<file path="config.mk">
export PLATFORM = sky130hd
export DESIGN_NAME = bounded_deque_with_reverse
export DESIGN_NICKNAME = d
export VERILOG_FILES = /design/src/hw/rtl/bdq_pkg.sv /design/src/hw/rtl/bdq_ram.sv /design/src/hw/rtl/bdq_ptr.sv /design/src/hw/rtl/bounded_deque_with_reverse.sv
export SDC_FILE = /design/constraint.sdc
export NUM_CORES = 2
export LEC_CHECK = 0
export ABC_AREA = 1
export BUFFER_PORTS_ARGS = -buffer_cell sky130_fd_sc_hd__buf_4
export CORE_MARGIN = 5
export CORE_UTILIZATION = 55
export CTS_CLUSTER_SIZE = 30
export DETAILED_ROUTE_END_ITERATION = 8
export PLACE_DENSITY = 0.71
export SLEW_MARGIN = 20
export SYNTH_ARGS = -nofsm -noshare
export SYNTH_HDL_FRONTEND = slang
export SYNTH_SLANG_ARGS = --single-unit
export TNS_END_PERCENT = 30
</file>
<file path="constraint.sdc">
create_clock -name clk -period 4.7 [get_ports clk]
set_clock_uncertainty 0.05 [all_clocks]
set_input_delay 0.94 -clock clk [delete_from_list [all_inputs] [get_ports clk]]
set_output_delay 0.94 -clock clk [all_outputs]
set_load 0.01 [all_outputs]
</file>
<file path="src/hw/rtl/bdq_pkg.sv">
// Shared types and codes for the bounded deque with reverse.
// Used by bdq_ptr and bounded_deque_with_reverse; no dependencies.
package bdq_pkg;

  typedef enum logic [2:0] {
    FN_PUSH_FRONT = 3'd0,
    FN_PUSH_BACK  = 3'd1,
    FN_POP_FRONT  = 3'd2,
    FN_POP_BACK   = 3'd3,
    FN_REVERSE    = 3'd4
  } func_t;

  typedef enum logic [1:0] {
    STAT_DONE  = 2'd0,
    STAT_EMPTY = 2'd1,
    STAT_FULL  = 2'd2
  } status_t;

  typedef enum logic {
    S_IDLE = 1'b0,
    S_READ = 1'b1
  } fsm_t;

  typedef struct packed {
    logic [2:0]         func;
    logic signed [31:0] push_value;
  } in_word_t;

  typedef struct packed {
    logic signed [31:0] pop_value;
    logic [1:0]         status;
  } out_word_t;

  // Control from the pointer unit to the sequencer for one request.
  typedef struct packed {
    logic    wr_en;
    logic    rd_en;
    status_t status;
  } ptr_ctl_t;

endpackage

</file>
<file path="src/hw/rtl/bdq_ram.sv">
// Generic single-write, single-read synchronous RAM with registered read data.
// No dependencies.
module bdq_ram #(
  parameter int WIDTH = 32,
  parameter int DEPTH = 64
) (
  input  logic                     clk,
  input  logic                     we,
  input  logic [$clog2(DEPTH)-1:0] waddr,
  input  logic [WIDTH-1:0]         wdata,
  input  logic                     re,
  input  logic [$clog2(DEPTH)-1:0] raddr,
  output logic [WIDTH-1:0]         rdata
);

  logic [WIDTH-1:0] mem [DEPTH];
  logic [WIDTH-1:0] rdata_r;

  always_ff @(posedge clk) begin
    if (we) begin
      mem[waddr] <= wdata;
    end
    if (re) begin
      rdata_r <= mem[raddr];
    end
  end

  assign rdata = rdata_r;

endmodule

</file>
<file path="src/hw/rtl/bdq_ptr.sv">
// Ring pointer unit: front index, entry count and orientation flag.
// Decodes a request into store addresses and status. Depends on bdq_pkg.
module bdq_ptr #(
  parameter int DEPTH = 64
) (
  input  logic                     clk,
  input  logic                     rst_n,
  input  logic                     cmd_valid,
  input  bdq_pkg::func_t           func,
  output bdq_pkg::ptr_ctl_t        ctl,
  output logic [$clog2(DEPTH)-1:0] waddr,
  output logic [$clog2(DEPTH)-1:0] raddr
);

  localparam int AW = $clog2(DEPTH);
  localparam int CW = $clog2(DEPTH + 1);
  localparam int SW = $clog2(2 * DEPTH);

  logic [AW-1:0] front_r, front_nxt;
  logic [CW-1:0] count_r, count_nxt;
  logic          rev_r, rev_nxt;

  logic          full, empty, at_head;
  logic [AW-1:0] front_dec, front_inc, back_slot, tail_slot;
  logic [SW-1:0] sum_back, sum_tail;

  assign full  = (count_r == CW'(DEPTH));
  assign empty = (count_r == '0);

  assign front_dec = (front_r == '0) ? AW'(DEPTH - 1) : front_r - AW'(1);
  assign front_inc = (front_r == AW'(DEPTH - 1)) ? '0 : front_r + AW'(1);

  // Wrap modulo DEPTH: the sum stays below twice the depth.
  assign sum_back  = SW'(front_r) + SW'(count_r);
  assign sum_tail  = sum_back - SW'(1);
  assign back_slot = (sum_back >= SW'(DEPTH)) ? AW'(sum_back - SW'(DEPTH)) : AW'(sum_back);
  assign tail_slot = (sum_tail >= SW'(DEPTH)) ? AW'(sum_tail - SW'(DEPTH)) : AW'(sum_tail);

  always_comb begin
    ctl       = '{wr_en: 1'b0, rd_en: 1'b0, status: bdq_pkg::STAT_DONE};
    front_nxt = front_r;
    count_nxt = count_r;
    rev_nxt   = rev_r;
    waddr     = back_slot;
    raddr     = front_r;
    at_head   = 1'b0;
    case (func)
      bdq_pkg::FN_PUSH_FRONT, bdq_pkg::FN_PUSH_BACK: begin
        at_head = (func == bdq_pkg::FN_PUSH_FRONT) ? !rev_r : rev_r;
        if (full) begin
          ctl.status = bdq_pkg::STAT_FULL;
        end else begin
          ctl.wr_en = 1'b1;
          count_nxt = count_r + CW'(1);
          if (at_head) begin
            waddr     = front_dec;
            front_nxt = front_dec;
          end
        end
      end
      bdq_pkg::FN_POP_FRONT, bdq_pkg::FN_POP_BACK: begin
        at_head = (func == bdq_pkg::FN_POP_FRONT) ? !rev_r : rev_r;
        if (empty) begin
          ctl.status = bdq_pkg::STAT_EMPTY;
        end else begin
          ctl.rd_en = 1'b1;
          count_nxt = count_r - CW'(1);
          if (at_head) begin
            front_nxt = front_inc;
          end else begin
            raddr = tail_slot;
          end
        end
      end
      bdq_pkg::FN_REVERSE: begin
        rev_nxt = !rev_r;
      end
      default: begin
      end
    endcase
  end

  always_ff @(posedge clk) begin
    if (!rst_n) begin
      front_r <= '0;
      count_r <= '0;
      rev_r   <= 1'b0;
    end else if (cmd_valid) begin
      front_r <= front_nxt;
      count_r <= count_nxt;
      rev_r   <= rev_nxt;
    end
  end

endmodule

</file>
<file path="src/hw/rtl/bounded_deque_with_reverse.sv">
// Top level of the bounded deque with reverse: sequencer and output register.
// Depends on bdq_pkg, bdq_ptr and bdq_ram.
//
// Usage:
//   in_data carries func and push_value; out_data returns pop_value and status.
//   Both channels move one word per cycle where valid and ready are both high.
//   Every request word yields exactly one result word, in request order.
// Flow:
//   Pushes, reverse, unused codes and refused requests: result is registered
//   at the accept edge, one word per cycle while the receiver keeps up.
//   A successful pop reads the store at the accept edge; the output register
//   takes the data in the read state. No new word is taken meanwhile.
//   The store is one 32-bit RAM of DEPTH entries; pointers sit in flops.
// Reset:
//   rst_n (synchronous, active low) empties the queue and clears orientation
//   and the output valid flag. Store contents are not cleared; no pass is run.
// Stall:
//   A result waits in the output register while out_ready is low; in_ready
//   stays high only if that register frees up at the same edge.
module bounded_deque_with_reverse #(
  parameter int DEPTH = 64
) (
  input  logic                clk,
  input  logic                rst_n,
  input  logic                in_valid,
  output logic                in_ready,
  input  bdq_pkg::in_word_t   in_data,
  output logic                out_valid,
  input  logic                out_ready,
  output bdq_pkg::out_word_t  out_data
);

  localparam int AW = $clog2(DEPTH);

  bdq_pkg::fsm_t      state_r, state_nxt;
  bdq_pkg::ptr_ctl_t  ctl;
  bdq_pkg::out_word_t out_data_r;
  logic               out_valid_r;
  logic               in_acc, out_take, pop_go;
  logic [AW-1:0]      waddr, raddr;
  logic [31:0]        rdata;

  assign out_take = out_valid_r && out_ready;
  assign in_acc   = in_valid && in_ready;
  assign pop_go   = in_acc && ctl.rd_en;

  bdq_ptr #(
    .DEPTH(DEPTH)
  ) u_ptr (
    .clk      (clk),
    .rst_n    (rst_n),
    .cmd_valid(in_acc),
    .func     (bdq_pkg::func_t'(in_data.func)),
    .ctl      (ctl),
    .waddr    (waddr),
    .raddr    (raddr)
  );

  bdq_ram #(
    .WIDTH(32),
    .DEPTH(DEPTH)
  ) u_ram (
    .clk  (clk),
    .we   (in_acc && ctl.wr_en),
    .waddr(waddr),
    .wdata(in_data.push_value),
    .re   (pop_go),
    .raddr(raddr),
    .rdata(rdata)
  );

  // Next state
  always_comb begin
    state_nxt = state_r;
    case (state_r)
      bdq_pkg::S_IDLE: begin
        if (pop_go) begin
          state_nxt = bdq_pkg::S_READ;
        end
      end
      bdq_pkg::S_READ: begin
        state_nxt = bdq_pkg::S_IDLE;
      end
      default: begin
        state_nxt = bdq_pkg::S_IDLE;
      end
    endcase
  end

  // Outputs: take a word only when the result register is free at this edge
  always_comb begin
    in_ready = 1'b0;
    case (state_r)
      bdq_pkg::S_IDLE: begin
        in_ready = !out_valid_r || out_ready;
      end
      bdq_pkg::S_READ: begin
        in_ready = 1'b0;
      end
      default: begin
        in_ready = 1'b0;
      end
    endcase
  end

  always_ff @(posedge clk) begin
    if (!rst_n) begin
      state_r     <= bdq_pkg::S_IDLE;
      out_valid_r <= 1'b0;
    end else begin
      state_r <= state_nxt;
      if (state_r == bdq_pkg::S_READ) begin
        out_valid_r <= 1'b1;
      end else if (in_acc && !ctl.rd_en) begin
        out_valid_r <= 1'b1;
      end else if (out_take) begin
        out_valid_r <= 1'b0;
      end
    end
  end

  // Result payload: store data after a pop read, else zero with status
  always_ff @(posedge clk) begin
    if (state_r == bdq_pkg::S_READ) begin
      out_data_r.pop_value <= rdata;
      out_data_r.status    <= bdq_pkg::STAT_DONE;
    end else if (in_acc && !ctl.rd_en) begin
      out_data_r.pop_value <= '0;
      out_data_r.status    <= ctl.status;
    end
  end

  assign out_valid = out_valid_r;
  assign out_data  = out_data_r;

endmodule
</file>
==> impl_metrics.ini <==
[status]
status = finished clean

[route]
dr.pass1.iters = 9
avgRoutedWirePerCell_um = 23.48
drt-vias-per-instance = 5.729
drt_iter0_drc = 9966
vias = 66205
drc_errors = 0
wl_um = 271300
ant_nets = 0

[die]
start_util_pct = 55.18
dieArea_um2 = 177800
rows = 151
core_um2 = 168900
ios = 75
die_h_um = 421.7
dieWidth_um = 421.7

[clock_tree]
cts.sinks = 2130
root_buffer = clkbuf_16
path_clk_slew_ns = 0.06
clockBufferDepth = 3
h-tree-depth = 4
ctsResizeCount = 0
cts_tree = yes
clk_latency_ns = 0.85
cts_hold_buf = 0
cts_buffers = 211
cts_setup_buffers = 0

[placement]
place.gp.congestion = 0.9074
port_buffers = 74
place_area_um2 = 98570
hpwl_um = 153100

[sta]
tightest_slew_ns = 1.031
setup_viol_count_final = 0
slew_viol_final = 0
rsz0062_at_grt = no
max_slew_margin_pct = 31.24
whs_ns = 0.3969
max_clock_freq_mhz = 223.5
finalHoldViolations = 0
setup_tns_ns = 0
fin_crit_sh_pct = 95.18
fin_crit_ns = 4.473

[global_route]
antenna_found_initial = 14
grtUsageTotal_pct = 29.93
grt_pass1_wl_um = 400700
overflow = 0
grt_max_degree = 119
grt_pass1_vias = 63218

[critical_path]
r2r_cells = 14
endpoint_kind = flip-flop
ff2ff_setup_slack_ns = 0.23
crit-reg2reg-launch = u_ptr.front_r[0]
r2r-end = u_ram.rdata[19]
crit_fanout = 55
critical_path_class = flip-flop to flip-flop
crit_start = u_ptr.front_r[0]
cp.arrival_ns = 5.02
required_ns = 5.25
worstSetupStartpointType = flip-flop

[layout]
area_delta_synth_final_pct = 12.95
seq_area_um2 = 63780
multi_input_area_um2 = 20370
nets = 9211
fill_cells = 13063
final_layout_size_suffix_gt1_share_pct = 8.070
stdcell_area_um2 = 105300

[power_and_ir_drop]
total_leakage_power_nw = 44.69
vdd_ir_drop_max_uv = 457.9
powerDensity_nw_per_um2 = 422.8

[logic_synthesis]
synthCells = 9050
seq_area_frac_synth_pct = 68.43
syn_area_um2 = 93200
synth_area_leaders = edfxtp_1, nand3_1, nand2_1
yosys_warnings = 0
synth_area_leader_cell = edfxtp_1
yosys_register_bits = 2130
synth_fp_nets = 9105
synthDistinctLibCells = 34
synth_top_area_share_pct = 68.04
avgSynthCellArea_um2 = 10.30

[min_path]
hold_class = input pin to flip-flop
holdCritStartpoint = rst_n
min_to = u_ptr.count_r[3]
worstHoldPathCells = 3

[job]
maxCapViolCount = 0
synthesized netlist by cell type, drive strengths merged:
| library cell | count |
|---|---|
| a211oi | 2 |
| a21oi | 25 |
| a221oi | 1 |
| a22oi | 1 |
| buf | 308 |
| clkbuf | 163 |
| clkinv | 1 |
| dfxtp | 18 |
| edfxtp | 2112 |
| fa | 2 |
| ha | 14 |
| inv | 1999 |
| nand2 | 2090 |
| nand3 | 2165 |
| nand4 | 3 |
| nor2 | 98 |
| nor4 | 2 |
| o211ai | 1 |
| o21a | 1 |
| o21ai | 24 |
| o21bai | 2 |
| o22ai | 2 |
| or2 | 1 |
| xnor2 | 8 |
| xor2 | 7 |
registers in the layout (all words and copies together) (netlist names):
signal and count:
u_ram.rdata 32, out_data 34, u_ptr.count_r 7, state_r 1, u_ram.mem 2048, u_ptr.front_r 6
out_valid 1, u_ptr.rev_r 1
worst max-delay path, stage by stage, from the launching register on:
cell and delay [ns]:
dfxtp_1 0.57, ha_1 0.29, fa_1 0.48, inv_1 0.12, ha_1 0.20, xnor2_1 0.12, o21ai_4 0.29, buf_4 0.27
buf_12 0.34, buf_4 0.50, nand3_1 0.15, nand3_1 0.14, nand3_1 0.28, nand3_1 0.34, nand2_1 0.08
power breakdown:
part	switching (mW)	internal [mW]	total (mW)	leakage, nW
Clock	7.30	9.08	16.4	3.30
Sequential	0.0644	21.0	21.1	19.2
Combinational	5.09	1.93	7.02	22.2
Total	12.5	32.1	44.5	44.7
layout make-up:
class	count	area share (%)
flip-flops and latches	2130	60.59
multi-input cells	4449	19.35
inverters	2000	7.145
clock buffers	251	5.177
repair buffers	364	3.915
well taps	2218	2.636
clock inverters	137	1.174
diodes	7	0.01664
worst max-delay path by stage:
| stage | to | slack, ns |
|---|---|---|
| 2_1_floorplan | u_ram.mem[24][0] | 0.68 |
| 3_3_place_gp | u_ram.rdata[19] | 0.23 |
| 3_5_place_dp | u_ram.rdata[19] | 0.23 |
| 4_1_cts | u_ram.rdata[19] | 0.40 |
| 5_1_grt | u_ram.rdata[19] | 0.14 |
| 6_report | u_ram.rdata[19] | 0.23 |
per-layer routing:
layer  track usage [%]  part of all wire (%)  vias to the layer above
li1                  -                     -                    29609
met1             41.35                    38                    31613
met2             46.11                    45                     4328
met3             6.872                    12                      655
met4             12.73                   4.3                        0
met5                 0                     0                        -
cells in the final DEF (no fill, tap or decap), types with 50 or more instances in the layout:
| cell | synthesis | final |
|---|---|---|
| clkinv_1 | 1 | 50 |
| edfxtp_1 | 2112 | 2112 |
| inv_1 | 1996 | 1994 |
| buf_12 | 0 | 111 |
| clkbuf_16 | 0 | 211 |
| buf_4 | 7 | 253 |
| nand2_1 | 2087 | 2083 |
| clkinv_2 | 0 | 53 |
| nand3_1 | 2165 | 2163 |
| nor2_4 | 1 | 65 |
cell families after synthesis:
group,after synthesis,synth area share (%)
xor+xnor,15,0.1410
buf+inv,2471,10.34
compound gates,59,0.3625
flops,2130,68.43
fa+ha+maj,16,0.2309
simple gates,4359,20.50
through the flow:
| stage | power [mW] | setup WS (ns) | utilization, % | cells |
|---|---|---|---|---|
| 6_report | 44.51 | 0.2267 | 62.33 | 11556 |
| 3_3_place_gp | 28.20 | 0.2269 | 58.36 | 11161 |
| 2_1_floorplan | 25.24 | 0.6765 | - | 9050 |
| 5_1_grt | 45.92 | 0.1374 | 62.32 | 11550 |
| 3_5_place_dp | 28.30 | 0.2268 | 58.36 | 11161 |
| 4_1_cts | 44.48 | 0.3988 | 62.32 | 11549 |
No activity file was read; power rests on OpenSTA's default activity.
